`config.mk`:
```
export PLATFORM = sky130hd
export DESIGN_NAME = gap_tolerant_run_grouper_top
export DESIGN_NICKNAME = d
export VERILOG_FILES = /design/src/gtrg_pkg.sv /design/src/gap_tolerant_run_grouper_top.sv /design/src/gtrg_in_stage.sv /design/src/gtrg_core.sv /design/src/gtrg_out_stage.sv
export SDC_FILE = /design/constraint.sdc
export NUM_CORES = 1
export LEC_CHECK = 0
export ABC_AREA = 1
export BUFFER_PORTS_ARGS = -buffer_cell sky130_fd_sc_hd__buf_2
export CORE_MARGIN = 4
export CORE_UTILIZATION = 60
export CTS_BUF_LIST = sky130_fd_sc_hd__clkbuf_4
export CTS_CLUSTER_DIAMETER = 60
export CTS_CLUSTER_SIZE = 8
export DETAILED_ROUTE_END_ITERATION = 10
export PLACE_DENSITY = 0.81
export SKIP_CTS_REPAIR_TIMING = 1
export SYNTH_ARGS = -nofsm -noshare
export SYNTH_HDL_FRONTEND = slang
export SYNTH_SLANG_ARGS = --single-unit
```
`constraint.sdc`:
```
create_clock -name clk -period 8.9 [get_ports clk]
set_clock_uncertainty 0.1 [all_clocks]
set_input_delay 0.445 -clock clk [delete_from_list [all_inputs] [get_ports clk]]
set_output_delay 0.445 -clock clk [all_outputs]
set_load 0.01 [all_outputs]
```
`src/gtrg_pkg.sv`:
```
// Shared widths, register indexes and word types for the run grouper.
package gtrg_pkg;

    localparam int SAMPLE_W        = 16;
    localparam int POS_W           = 10;
    localparam int WIDTH_W         = 11;
    localparam int COUNT_W         = 5;
    localparam int CFG_IDX_W       = 2;
    localparam int CFG_DATA_W      = 16;
    localparam int M_TDATA_W       = 32;
    localparam int MAX_GROUPS_DEF  = 16;

    localparam logic [CFG_IDX_W-1:0] REG_THRESHOLD  = 2'd0;
    localparam logic [CFG_IDX_W-1:0] REG_MAX_GAP    = 2'd1;
    localparam logic [CFG_IDX_W-1:0] REG_MIN_SPAN   = 2'd2;
    localparam logic [CFG_IDX_W-1:0] REG_BASE_INDEX = 2'd3;

    typedef struct packed {
        logic signed [SAMPLE_W-1:0] sample;
        logic                       last;
    } in_word_t;

    typedef struct packed {
        logic               has_group;
        logic [POS_W-1:0]   center;
        logic [WIDTH_W-1:0] width;
        logic [COUNT_W-1:0] group_count;
        logic               done_res;
    } result_t;

    typedef struct packed {
        logic valid;
        logic ready;
    } flow_t;

endpackage

```
`src/gap_tolerant_run_grouper_top.sv`:
```
// Top level of the gap tolerant run grouper.
//
//   channel   dir  handshake              content
//   s_axis    in   tvalid/tready          sample words, tlast marks profile end
//   m_axis    out  tvalid/tready          group reports and end-of-profile results
//   cfg       in   cfg_we                 threshold, max_gap, min_span, base_index
//
// One sample word per cycle unless the result register stalls; a word waits in
// the input register until the core takes it; any result is registered then.
// Reset clears all group state and configuration; the first word after reset
// starts a profile at base_index. A stalled result register holds the input
// register, and s_axis_tready drops once both are full.
module gap_tolerant_run_grouper_top
    import gtrg_pkg::*;
#(
    parameter int MAX_GROUPS = MAX_GROUPS_DEF
)
(
    input  logic                  clk,
    input  logic                  rst_n,
    input  logic                  s_axis_tvalid,
    output logic                  s_axis_tready,
    input  logic [SAMPLE_W-1:0]   s_axis_tdata,   // [15:0] sample
    input  logic                  s_axis_tlast,
    output logic                  m_axis_tvalid,
    input  logic                  m_axis_tready,
    output logic [M_TDATA_W-1:0]  m_axis_tdata,   // [9:0] center, [20:10] width,
                                                  // [25:21] group_count, [31:26] zero
    output logic                  m_axis_tlast,   // done_res
    output logic                  m_axis_tuser,   // has_group
    input  logic                  cfg_we,
    input  logic [CFG_IDX_W-1:0]  cfg_index,
    input  logic [CFG_DATA_W-1:0] cfg_data
);

    in_word_t in_word;
    in_word_t word;
    logic     word_valid;
    logic     take;
    logic     out_ready;
    flow_t    res_flow;
    result_t  res;
    result_t  out_res;

    assign in_word.sample = s_axis_tdata;
    assign in_word.last   = s_axis_tlast;

    gtrg_in_stage u_in (
        .clk        (clk),
        .rst_n      (rst_n),
        .in_valid   (s_axis_tvalid),
        .in_ready   (s_axis_tready),
        .in_word    (in_word),
        .take       (take),
        .word_valid (word_valid),
        .word       (word)
    );

    gtrg_core #(
        .MAX_GROUPS (MAX_GROUPS)
    ) u_core (
        .clk        (clk),
        .rst_n      (rst_n),
        .cfg_we     (cfg_we),
        .cfg_index  (cfg_index),
        .cfg_data   (cfg_data),
        .word_valid (word_valid),
        .word       (word),
        .out_ready  (out_ready),
        .take       (take),
        .res_flow   (res_flow),
        .res        (res)
    );

    gtrg_out_stage u_out (
        .clk       (clk),
        .rst_n     (rst_n),
        .res_flow  (res_flow),
        .res       (res),
        .out_ready (out_ready),
        .out_valid (m_axis_tvalid),
        .out_take  (m_axis_tready),
        .out_res   (out_res)
    );

    assign m_axis_tdata = {(M_TDATA_W - POS_W - WIDTH_W - COUNT_W)'(0),
                           out_res.group_count, out_res.width, out_res.center};
    assign m_axis_tlast = out_res.done_res;
    assign m_axis_tuser = out_res.has_group;

endmodule

```
`src/gtrg_in_stage.sv`:
```
// Input register: holds one accepted sample word until the core takes it.
module gtrg_in_stage
    import gtrg_pkg::*;
(
    input  logic     clk,
    input  logic     rst_n,
    input  logic     in_valid,
    output logic     in_ready,
    input  in_word_t in_word,
    input  logic     take,
    output logic     word_valid,
    output in_word_t word
);

    logic     valid_reg;
    logic     valid_next;
    in_word_t word_reg;

    assign in_ready   = !valid_reg || take;
    assign valid_next = (in_valid && in_ready) || (valid_reg && !take);
    assign word_valid = valid_reg;
    assign word       = word_reg;

    always_ff @(posedge clk or negedge rst_n)
    begin
        if (!rst_n)
        begin
            valid_reg <= 1'b0;
        end
        else
        begin
            valid_reg <= valid_next;
        end
    end

    always_ff @(posedge clk)
    begin
        if (in_valid && in_ready)
        begin
            word_reg <= in_word;
        end
    end

endmodule

```
`src/gtrg_core.sv`:
```
// Configuration registers, group tracking state and per-sample decision logic.
module gtrg_core
    import gtrg_pkg::*;
#(
    parameter int MAX_GROUPS = MAX_GROUPS_DEF
)
(
    input  logic                  clk,
    input  logic                  rst_n,
    input  logic                  cfg_we,
    input  logic [CFG_IDX_W-1:0]  cfg_index,
    input  logic [CFG_DATA_W-1:0] cfg_data,
    input  logic                  word_valid,
    input  in_word_t              word,
    input  logic                  out_ready,
    output logic                  take,
    output flow_t                 res_flow,
    output result_t               res
);

    localparam int GRP_W = $clog2(MAX_GROUPS + 1);
    localparam int EXT_W = (GRP_W > COUNT_W) ? GRP_W : COUNT_W;

    logic signed [SAMPLE_W-1:0] threshold_reg;
    logic [POS_W-1:0]           max_gap_reg;
    logic [POS_W-1:0]           min_span_reg;
    logic [POS_W-1:0]           base_index_reg;

    logic             in_group_reg,    in_group_next;
    logic [POS_W-1:0] group_start_reg, group_start_next;
    logic [POS_W-1:0] last_hit_reg,    last_hit_next;
    logic [POS_W-1:0] position_reg,    position_next;
    logic [POS_W-1:0] gap_run_reg,     gap_run_next;
    logic [GRP_W-1:0] groups_reg,      groups_next;
    logic             prof_start_reg,  prof_start_next;

    logic             hit;
    logic             below_limit;
    logic             close_gap;
    logic             start;
    logic             open_mid;
    logic             close;
    logic             qualify;
    logic [POS_W-1:0] span;
    logic [GRP_W-1:0] groups_after;
    logic [EXT_W-1:0] groups_ext;

    assign take = word_valid && out_ready;

    always_comb
    begin
        position_next = prof_start_reg ? base_index_reg : position_reg + 1'b1;
        hit           = word.sample >= threshold_reg;
        below_limit   = groups_reg < GRP_W'(MAX_GROUPS);
        close_gap     = in_group_reg && !hit && (gap_run_reg >= max_gap_reg);
        start         = !in_group_reg && hit && below_limit;
        open_mid      = (in_group_reg && !close_gap) || start;

        group_start_next = start ? position_next : group_start_reg;
        last_hit_next    = ((in_group_reg && hit) || start) ? position_next : last_hit_reg;

        close   = close_gap || (word.last && open_mid);
        span    = last_hit_next - group_start_next;
        qualify = close && (span >= min_span_reg) && below_limit;

        groups_after = groups_reg + GRP_W'(qualify);
        groups_ext   = EXT_W'(groups_after);

        in_group_next   = open_mid && !close;
        prof_start_next = word.last;
        groups_next     = word.last ? '0 : groups_after;

        if (close || word.last || hit)
        begin
            gap_run_next = '0;
        end
        else if (in_group_reg)
        begin
            gap_run_next = gap_run_reg + 1'b1;
        end
        else
        begin
            gap_run_next = gap_run_reg;
        end

        res_flow.valid  = take && (qualify || word.last);
        res_flow.ready  = out_ready;
        res.has_group   = qualify;
        res.center      = qualify ? group_start_next + (span >> 1) : '0;
        res.width       = qualify ? {1'b0, span} + 1'b1 : '0;
        res.group_count = groups_ext[COUNT_W-1:0];
        res.done_res    = word.last;
    end

    always_ff @(posedge clk or negedge rst_n)
    begin
        if (!rst_n)
        begin
            threshold_reg  <= '0;
            max_gap_reg    <= '0;
            min_span_reg   <= '0;
            base_index_reg <= '0;
        end
        else if (cfg_we)
        begin
            case (cfg_index)
                REG_THRESHOLD:  threshold_reg  <= cfg_data;
                REG_MAX_GAP:    max_gap_reg    <= cfg_data[POS_W-1:0];
                REG_MIN_SPAN:   min_span_reg   <= cfg_data[POS_W-1:0];
                REG_BASE_INDEX: base_index_reg <= cfg_data[POS_W-1:0];
                default:        threshold_reg  <= threshold_reg;
            endcase
        end
    end

    always_ff @(posedge clk or negedge rst_n)
    begin
        if (!rst_n)
        begin
            in_group_reg    <= 1'b0;
            group_start_reg <= '0;
            last_hit_reg    <= '0;
            position_reg    <= '0;
            gap_run_reg     <= '0;
            groups_reg      <= '0;
            prof_start_reg  <= 1'b1;
        end
        else if (take)
        begin
            in_group_reg    <= in_group_next;
            group_start_reg <= group_start_next;
            last_hit_reg    <= last_hit_next;
            position_reg    <= position_next;
            gap_run_reg     <= gap_run_next;
            groups_reg      <= groups_next;
            prof_start_reg  <= prof_start_next;
        end
    end

endmodule

```
`src/gtrg_out_stage.sv`:
```
// Result register: holds one result word until the downstream side takes it.
module gtrg_out_stage
    import gtrg_pkg::*;
(
    input  logic    clk,
    input  logic    rst_n,
    input  flow_t   res_flow,
    input  result_t res,
    output logic    out_ready,
    output logic    out_valid,
    input  logic    out_take,
    output result_t out_res
);

    logic    valid_reg;
    logic    valid_next;
    result_t res_reg;

    assign out_ready  = !valid_reg || out_take;
    assign valid_next = res_flow.valid || (valid_reg && !out_take);
    assign out_valid  = valid_reg;
    assign out_res    = res_reg;

    always_ff @(posedge clk or negedge rst_n)
    begin
        if (!rst_n)
        begin
            valid_reg <= 1'b0;
        end
        else
        begin
            valid_reg <= valid_next;
        end
    end

    always_ff @(posedge clk)
    begin
        if (res_flow.valid && res_flow.ready)
        begin
            res_reg <= res;
        end
    end

endmodule

```
==> flow_summary.toml, run 1 <==
[status]
status = "completed"

[clock_network]
tritoncts = "built"
numCtsBuffers = 17
cts.sinks = 140
clk-insertion-delay-late_ns = 0.58
cts-root-to-sink-buffers = 2
cts-htree-levels = 4
root_buffer_cell = "clkbuf_4"
cts.reportedPaths.clkPinSlew_ns = 0.12

[min_path]
hold_path_class = "primary input to flip-flop"

[global_routing]
grt_pass1_wl_microns = 26360
antenna_violations_before_repair = 0
grt_pass1_vias = 5606
grt.overflow.total = 0
grtUsageTotal_pct = 23.00
grt_max_degree = 61

[synthesis]
synth-seq-area-share_pct = 48.66
dominantRegCellSynth = "dfrtp_1"
postSynthRegisterBits = 140
post_synth_edffs = 45
yosysWarnings = 0
synth_area_per_cell_sq_um = 8.641
synth.distinct_cells = 48
post_syn_area_sq_um = 7665
async_reset_ff_share_pct = 67.86
number_of_instances_in_the_synthesized_netlist = 887

[routing]
maxUsedRoutingLayer = "met4"
wl_met1_microns = 7354
met2_wirelength_microns = 7772
totalWireLength_microns = 16330
wl_met3_microns = 797
routedWlPerCell_microns = 14.08
drt-vias-per-instance = 5.228
vias = 6064
drt_first_pass_iters = 5
drc = 0
drt_first_iter_violations = 447
ant_nets = 0

[sta]
final_max_tran_viols = 0
max-slew-margin-rel_pct = 34.71
max_clock_freq_ghz = 0.1474
setup_violation_total_in_the_final_timing_report = 0
min_period_ns = 6.786
worst-slew-pin-transition_ns = 0.9769
totalNegativeSetupSlack_ns = 0
period_share_pct = 76.24
timing.final.hold_violations = 0
unrepaired_setup_endpoints_after_global_routing = "no"

[layout]
most-common-layout-cells = "nand2_1 (199), inv_1 (129), o21ai_0 (106)"
area_delta_synth_final_pct = 12.67
drive_gt1_share_pct = 13.06
fin_nets = 1076
final_common_cell = "nand2_1"
max_ffs_per_register = 28
diodes = 0

[critical_path]
timing.critical_path.slowest_cell_delay_ns = 0.50
critical_path_peak_fanout = 17
cp_data_required_time_ns = 9.23
critPathArrivalTime_ns = 7.12
crit_slowest_cell = "or4_1"
critical_path.startpoint_type = "flip-flop"
ws_path_type = "flip-flop to flip-flop"
crit_path_capture_type = "flip-flop"

[place]
gp_routability_congestion = 0.9057
hpwl_microns = 11830
io_buffer_count = 69

[floorplanning]
io-pin-count = 76
fp.dieArea_sq_um = 14650
core_area_sq_um = 12570
initial_utilization_pct = 60.99
rows = 41
die_w_microns = 121.0
die_h_microns = 121.0

[run]
maxCapViolations = 0
-- metrics by stage --
| stage | worst slack, ns | cell area (sq um) | hold slack (ns) | utilization, % | instances |
|---|---|---|---|---|---|
| after floorplan | 1.716 | 7684 | 0.04941 | - | 892 |
| after global placement | 2.501 | 8137 | 0.3405 | 64.74 | 1108 |
| after detailed placement | 2.188 | 8137 | 0.3400 | 64.74 | 1108 |
| after CTS | 2.115 | 8436 | -0.2842 | 67.12 | 1140 |
| after global routing | 1.383 | 8636 | 0.008861 | 68.71 | 1160 |
| final | 2.114 | 8636 | 0.04538 | 68.71 | 1160 |
-- layer usage --
metal	global-route usage [%]	up-vias
met5	0	-
met4	8.144	0
met3	6.247	34
met2	36.09	145
met1	30.95	2818
li1	-	3067
-- final timing paths --
path	depth (start not counted)	start	endpoint	slack (ns)
max reg2reg	33	u_core.threshold_reg[15]	u_core.groups_reg[4]	2.11
max in group asynchronous	3	rst_n	u_core.threshold_reg[3]	7.31
min	3	cfg_data[12]	u_core.threshold_reg[12]	0.05
min in group asynchronous	2	rst_n	u_core.position_reg[6]	0.26
max	33	u_core.threshold_reg[15]	u_core.groups_reg[4]	2.11
min reg2reg	2	u_core.group_start_reg[0]	u_core.group_start_reg[0]	0.40
-- synthesized netlist by cell type, drive strengths merged (3+ instances only) --
cell / n / area share, %
buf: 10 / 0.90
nand3: 35 / 2.6
edfxtp: 45 / 18
clkbuf: 18 / 0.88
o21bai: 4 / 0.39
nor4: 3 / 0.24
xnor2: 5 / 0.77
nor3: 10 / 0.72
inv: 131 / 6.4
o211ai: 3 / 0.29
nor3b: 3 / 0.29
a22o: 3 / 0.34
a31oi: 4 / 0.33
nand3b: 3 / 0.29
o21ai: 110 / 7.2
nand4: 3 / 0.24
nor2: 68 / 3.5
ha: 59 / 9.6
dfrtp: 94 / 31
xor2: 9 / 1.0
nand2: 211 / 11
a21oi: 40 / 2.6
-- layout make-up --
class	count	area, sq um
Timing Repair Buffer	92	570.5
Inverter	132	495.5
Sequential cell	140	3730
Clock buffer	17	127.6
Tap cell	172	215.2
Fill cell	978	3933
Multi-Input combinational cell	592	3326
Clock inverter	15	171.4
-- critical path: cells and delay by family (launching register included) --
family,cells,cell delay [ns]
AOI/OAI and AO/OA,11,1.72
xor gates and xnor gates,2,0.41
adders and majority gates,5,1.43
buffers and inverters,5,0.80
DFF,1,0.35
and+or+nand+nor,10,1.84
-- logic make-up after synthesis --
group,after synthesis,synth area share (%)
buffers and inverters,160,8.243
flip-flops,140,48.66
other,1,0.04892
AND/OR/NAND/NOR,338,19.00
XOR/XNOR,14,1.796
adder cells (fa/ha/maj),61,10.15
AO/OA/AOI/OAI,173,12.10
Power of run 1 is left out: the tool's default activity adds up to more than one toggle a clock period on the data nets, which glitch-free logic cannot reach.
==> inputs of run 2 (changes only) <==
Settings changed: ABC_AREA 1 to 0, CORE_UTILIZATION 60 to 56, PLACE_DENSITY 0.81 to 0.79.
Clock period 8.9 ns to 6.2 ns, I/O delays scaled along.
==> run 2 against run 1 <==
Effect of this change:
- synthesized cell count down 17%
- first-iteration DRC count down 10%
- critical endpoint unchanged
- count of clock-buffer cells in the layout up 2
- core utilization down 0.61 points
- hold slack better by 0.083 ns
- fmax up 13%
- cell count down 9.2%
- highest routed layer unchanged
- global-route usage down 1.7 points
- die area up 6.0%
- critical path depth down 5
- synthesized area down 0.64%
- routed wire length up 7.3%
==> flow_summary.toml, run 2 <==
[status]
status = "completed"

[routing]
drt_first_iter_violations = 401
ant_nets = 0
drc = 0
totalWireLength_microns = 17520
drt_first_pass_iters = 5
drt-vias-per-instance = 5.488
vias = 5779
routedWlPerCell_microns = 16.64

[sta]
timing.final.hold_violations = 0
period_share_pct = 97.19
min_period_ns = 6.026
max_clock_freq_ghz = 0.1660
setup_violation_total_in_the_final_timing_report = 0
final_max_tran_viols = 0
max-slew-margin-rel_pct = 34.56
final.setup.worst_slack_ns = 0.1743
worst-slew-pin-transition_ns = 0.9693

[pwr]
vdd_ir_drop_max_mv = 0.3710
power_leakage_nw = 4.199
power.switching_fraction_pct = 43.70
cellInternalPower_mw = 3.003
clock_power_share_pct = 10.8
power_density_over_the_cells_nw_per_um2 = 589.1
total_switching_power_mw = 2.331
combinational_power_share_pct = 63.3
seq_power_share_pct = 25.9

[clock_network]
clk-insertion-delay-late_ns = 0.57
numCtsBuffers = 17
cts-root-to-sink-buffers = 2
root_buffer_cell = "clkbuf_4"
cts.sinks = 140
tritoncts = "built"
cts.reportedPaths.clkPinSlew_ns = 0.13
cts-htree-levels = 4

[critical_path]
regToRegSetupSlack_ns = 0.17
critical_path.startpoint_type = "flip-flop"
critical_path.startpoint = "u_core.threshold_reg[15]"
critical_path.top_delay_family = "compound AO/OA/AOI/OAI gates"
cp_data_required_time_ns = 6.56
crit_slowest_cell = "nor4_2"
critical_path_peak_fanout = 5
ws_path_type = "flip-flop to flip-flop"
critPathArrivalTime_ns = 6.39
regToRegEndpoint = "u_core.groups_reg[4]"
crit-reg2reg-launch = "u_core.threshold_reg[15]"
setup.worst_path.end = "u_core.groups_reg[4]"
crit_cells = 28
cp_num_buf_inv = 3
timing.critical_path.slowest_cell_delay_ns = 0.42
crit_path_capture_type = "flip-flop"
ff2ff_path_depth = 28

[floorplanning]
io-pin-count = 76
initial_utilization_pct = 57.28
die_h_microns = 124.6
core_area_sq_um = 13300
fp.dieArea_sq_um = 15530
die_w_microns = 124.6
rows = 42

[synthesis]
synth-simple-area-share_pct = 13.42
yosysWarnings = 0
synthMostInstantiatedCell = "nand2_1"
yosys.area_share.adder_pct = 10.22
synth-seq-area-share_pct = 48.97
postSynthRegisterBits = 140
dominantRegCellSynth = "dfrtp_1"
synth_commonest_cells = "nand2_1 (114), dfrtp_1 (94), ha_1 (59), inv_1 (59), o21ai_0 (53)"
synth_xor_area_share_pct = 5.159
async_reset_ff_share_pct = 67.86
post_synth_edffs = 45
post_syn_area_sq_um = 7616
synth_area_per_cell_sq_um = 10.39
yosys_top_cell_area_share_pct = 30.89
synth.largest_area_cell = "dfrtp_1"
synth_area_leaders = "dfrtp_1 (31%), edfxtp_1 (18%), ha_1 (9.7%), mux2_2 (6.2%), nand2_1 (5.6%)"
post_synth_mux_area_share_pct = 7.787
synth-compound-area-share_pct = 9.906
number_of_instances_in_the_synthesized_netlist = 733
synth.distinct_cells = 58
synth_top_family_by_area = "simple AND/OR/NAND/NOR gates"

[global_routing]
grt_pass1_vias = 5529
grt.overflow.total = 0
grtUsageTotal_pct = 21.31
grt_max_degree = 64
antenna_violations_before_repair = 1
grt_pass1_wl_microns = 26720

[layout]
layout.filler_cells = 963
utilization_pct = 68.10
max_ffs_per_register = 28
most-common-layout-cells = "nand2_1 (113), dfrtp_1 (94), buf_2 (68)"
area_delta_synth_final_pct = 18.88
multi_input_area_sq_um = 3697
drive_gt1_share_pct = 22.60
final_common_cell = "nand2_1"
fin_nets = 964
layout.area.seq_sq_um = 3730

[run]
maxCapViolations = 0

[place]
hpwl_microns = 12010
io_buffer_count = 69
gp_routability_congestion = 0.8240
preCtsSetupSlack_ns = -0.03184

[min_path]
hold_path_class = "primary input to async pin"
[run 2: changes by cell type in the layout (fill, tap and decap cells not counted), sizes merged, moves of 8 or more]
cell,before,now
a21o,2,10
a21oi,40,26
and3,0,8
buf,72,95
dlygate4sd3,20,37
inv,134,62
mux2,0,42
mux2i,0,12
nand2,211,115
nand3,35,17
nor2,68,44
o21ai,110,54
xnor2,5,22
xor2,9,22
[run 2: power groups by stage]
stage                     sequential (mW)  combinational, mW  clock [mW]
after detailed placement             1.40               3.15           0
after floorplan                      1.39               2.30           0
after global routing                 1.41               3.78       0.628
after CTS                            1.38               3.17       0.585
final                                1.38               3.38       0.576
after global placement               1.38               3.05           0
[run 2: worst min path at each step]
stage,from,end,slack [ns]
global placement,rst_n,u_core.groups_reg[2],0.19
CTS,rst_n,u_in.word_valid,-0.43
global route,rst_n,u_core.groups_reg[3],0.14
floorplan,rst_n,u_core.base_index_reg[0],-0.09
finish,rst_n,u_core.groups_reg[3],0.13
detailed placement,rst_n,u_core.groups_reg[2],0.19
[run 2: worst reg2reg max path: cells and delay by family (launching register included)]
family / cells / cell delay, ns
buf+inv: 3 / 0.24
xor+xnor: 2 / 0.32
flops: 1 / 0.36
simple gates: 5 / 0.95
fa+ha+maj: 6 / 1.58
mux: 1 / 0.39
compound gates: 11 / 1.96
[run 2: stage by stage]
| stage | TNS [ns] | total power [mW] | hold WS (ns) | std cells | instance area [sq um] |
|---|---|---|---|---|---|
| floorplan | 0 | 3.686 | -0.08559 | 738 | 7650 |
| detailed placement | -0.03184 | 4.543 | 0.1930 | 974 | 8228 |
| CTS | -0.1667 | 5.127 | -0.4348 | 1006 | 8497 |
| global placement | 0 | 4.431 | 0.1876 | 974 | 8228 |
| global route | -0.9303 | 5.819 | 0.1395 | 1053 | 9054 |
| finish | 0 | 5.333 | 0.1287 | 1053 | 9054 |
[run 2: per-layer routing]
layer,global-route usage [%],vias up,share of wire (%)
li1,-,2790,-
met1,27.52,2792,43
met2,35.53,159,50
met3,4.760,38,4.6
met4,7.415,0,2.7
met5,0,-,0
[run 2: cells by family after synthesis]
group                    Yosys count
AND/OR/NAND/NOR                  226
flip-flops                       140
AO/OA/AOI/OAI                    122
buffers and inverters             85
adder cells (fa/ha/maj)           61
multiplexers                      54
XOR/XNOR                          44
other                              1
[run 2: cell type report]
cell class                      count  area share, %
Sequential cell                   140          41.20
Multi-Input combinational cell    513          40.84
Timing Repair Buffer              132          10.09
Inverter                           59          2.446
Tap cell                          176          2.432
Clock buffer                       19          1.575
Clock inverter                     13          1.396
Antenna cell                        1        0.02764
Power figures use the tool's default switching activity.
==> inputs of run 3 (changes only) <==
Settings changed: CORE_UTILIZATION 56 to 45, PLACE_DENSITY 0.79 to 0.66.
==> run 3 against run 2 <==
Effect of this change:
- via count decreased by 5.2%
- register-to-register slack gained 0.14 ns
- routed wire length decreased by 4.2%
- sequential share of layout area is 0.71 points lower
- critical endpoint unchanged
- combinational power down 2%
- largest power group unchanged
- critical path type unchanged
==> flow_summary.toml, run 3 (synthesized netlist as in run 2, its figures left out) <==
[critical_path]
cp_num_buf_inv = 2
critical_path.top_delay_family = "compound AO/OA/AOI/OAI gates"
critPathArrivalTime_ns = 6.21
crit_path_capture_type = "flip-flop"
crit_slowest_cell = "edfxtp_1"
timing.critical_path.slowest_cell_delay_ns = 0.45
critical_path_peak_fanout = 5
ws_path_type = "flip-flop to flip-flop"
critical_path.startpoint_type = "flip-flop"
regToRegSetupSlack_ns = 0.31
ff2ff_path_depth = 27
cp_data_required_time_ns = 6.53
regToRegEndpoint = "u_core.groups_reg[4]"
crit-reg2reg-launch = "u_in.word[16]"

[place]
gp_routability_congestion = 0.8211
io_buffer_count = 69
hpwl_microns = 11690
placed_cells_incl_taps = 1021

[clock_network]
tritoncts = "built"
cts.sinks = 140
numCtsBuffers = 17
clk-insertion-delay-late_ns = 0.55
cts.reportedPaths.clkPinSlew_ns = 0.14
cts-htree-levels = 4
root_buffer_cell = "clkbuf_4"
cts-root-to-sink-buffers = 2

[floorplanning]
rows = 47
initial_utilization_pct = 45.93
die_w_microns = 138.1
fp.dieArea_sq_um = 19070
io-pin-count = 76
die_h_microns = 138.1
core_area_sq_um = 16580

[min_path]
timing.hold.worst.start = "m_axis_tready"
holdPathEnd = "u_out.out_valid"
hold_path_class = "primary input to flip-flop"
worstHoldPathCells = 3

[sta]
final_max_tran_viols = 0
max-slew-margin-rel_pct = 32.86
timing.final.hold_violations = 0
setup_violation_total_in_the_final_timing_report = 0
totalNegativeSetupSlack_ns = 0
fin_hold_ws_ns = 0.06421
min_period_ns = 5.887
period_share_pct = 94.95
max_clock_freq_ghz = 0.1699
worst-slew-pin-transition_ns = 1.007

[global_routing]
antenna_violations_before_repair = 1
grtUsageTotal_pct = 17.26
grt.overflow.total = 0
grt_pass1_wl_microns = 26480
grt_pass1_vias = 5231
grt_max_degree = 70

[layout]
layout.filler_cells = 1445
max_ffs_per_register = 28
area_delta_synth_final_pct = 20.95
utilization_pct = 55.55
drive_gt1_share_pct = 23.69
final-instance-count-excl-fill = 1099
fin_nets = 966
most-common-layout-cells = "nand2_1 (112), dfrtp_1 (94), buf_2 (68)"
final_common_cell = "nand2_1"

[pwr]
power_density_over_the_cells_nw_per_um2 = 571.9
power_leakage_nw = 4.225
vdd_ir_drop_max_mv = 0.3691
report.power.total_mw = 5.268

[routing]
drt_first_iter_violations = 360
ant_nets = 0
vias = 5481
routedWlPerCell_microns = 15.27
drt-vias-per-instance = 4.987
drc = 0
totalWireLength_microns = 16780
drt_first_pass_iters = 5

[run]
maxCapViolations = 0

[status]
status = "completed"
run 3: cell count changes in the layout (fill, tap and decap cells not counted), sizes merged:
| cell | previous run | this run |
|---|---|---|
| dlygate4sd3 | 37 | 36 |
| clkinvlp | 4 | 2 |
| buf | 95 | 98 |
| inv | 62 | 61 |
| clkinv | 4 | 7 |
run 3: worst max path at each step:
stage                     slack, ns  cells after the start                startpoint                    to
final                          0.31                     27             u_in.word[16]  u_core.groups_reg[4]
after global routing          -0.06                     27             u_in.word[16]  u_core.groups_reg[4]
after CTS                      0.11                     27             u_in.word[16]  u_core.groups_reg[4]
after detailed placement       0.17                     27             u_in.word[10]  u_core.groups_reg[4]
after global placement         0.33                     28  u_core.threshold_reg[15]  u_core.groups_reg[4]
after floorplan                0.02                     30  u_core.threshold_reg[15]  u_core.groups_reg[4]
run 3: where the power goes:
part,total (mW),leakage [nW],internal (mW),switching [mW]
combinational,3.31,2.46,1.49,1.82
sequential,1.38,1.62,1.24,0.132
clock,0.576,0.146,0.244,0.332
total,5.27,4.23,2.98,2.28
run 3: metrics by stage:
| step | setup slack [ns] | instance area, sq um |
|---|---|---|
| after CTS | 0.1099 | 8586 |
| final | 0.3130 | 9211 |
| after global routing | -0.05745 | 9211 |
| after floorplan | 0.01953 | 7650 |
| after detailed placement | 0.1700 | 8318 |
| after global placement | 0.3252 | 8318 |
run 3: routing by layer:
layer | vias to the layer above | part of all wire (%) | track usage, %
met4 | 0 | 1.3 | 5.096
met3 | 12 | 4.0 | 4.385
met5 | - | 0 | 0
met2 | 101 | 47 | 27.29
li1 | 2785 | - | -
met1 | 2583 | 47 | 23.67
run 3: worst reg2reg max path: cells and delay by family, from the launching register on:
kind	cells	cell delay (ns)
adders and majority gates	6	1.48
buffers and inverters	2	0.18
DFF	1	0.45
muxes	1	0.32
AOI/OAI and AO/OA	10	1.74
xor gates and xnor gates	2	0.32
and+or+nand+nor	6	1.19
run 3: layout make-up:
type / instances / area (sq um) / area share [%]
Multi-Input combinational cell: 513 / 3776 / 40.99
Sequential cell: 140 / 3730 / 40.49
Timing Repair Buffer: 134 / 938.4 / 10.19
Tap cell: 220 / 275.3 / 2.988
Inverter: 59 / 221.5 / 2.404
Clock buffer: 19 / 142.6 / 1.548
Clock inverter: 13 / 125.1 / 1.358
Antenna cell: 1 / 2.502 / 0.02717
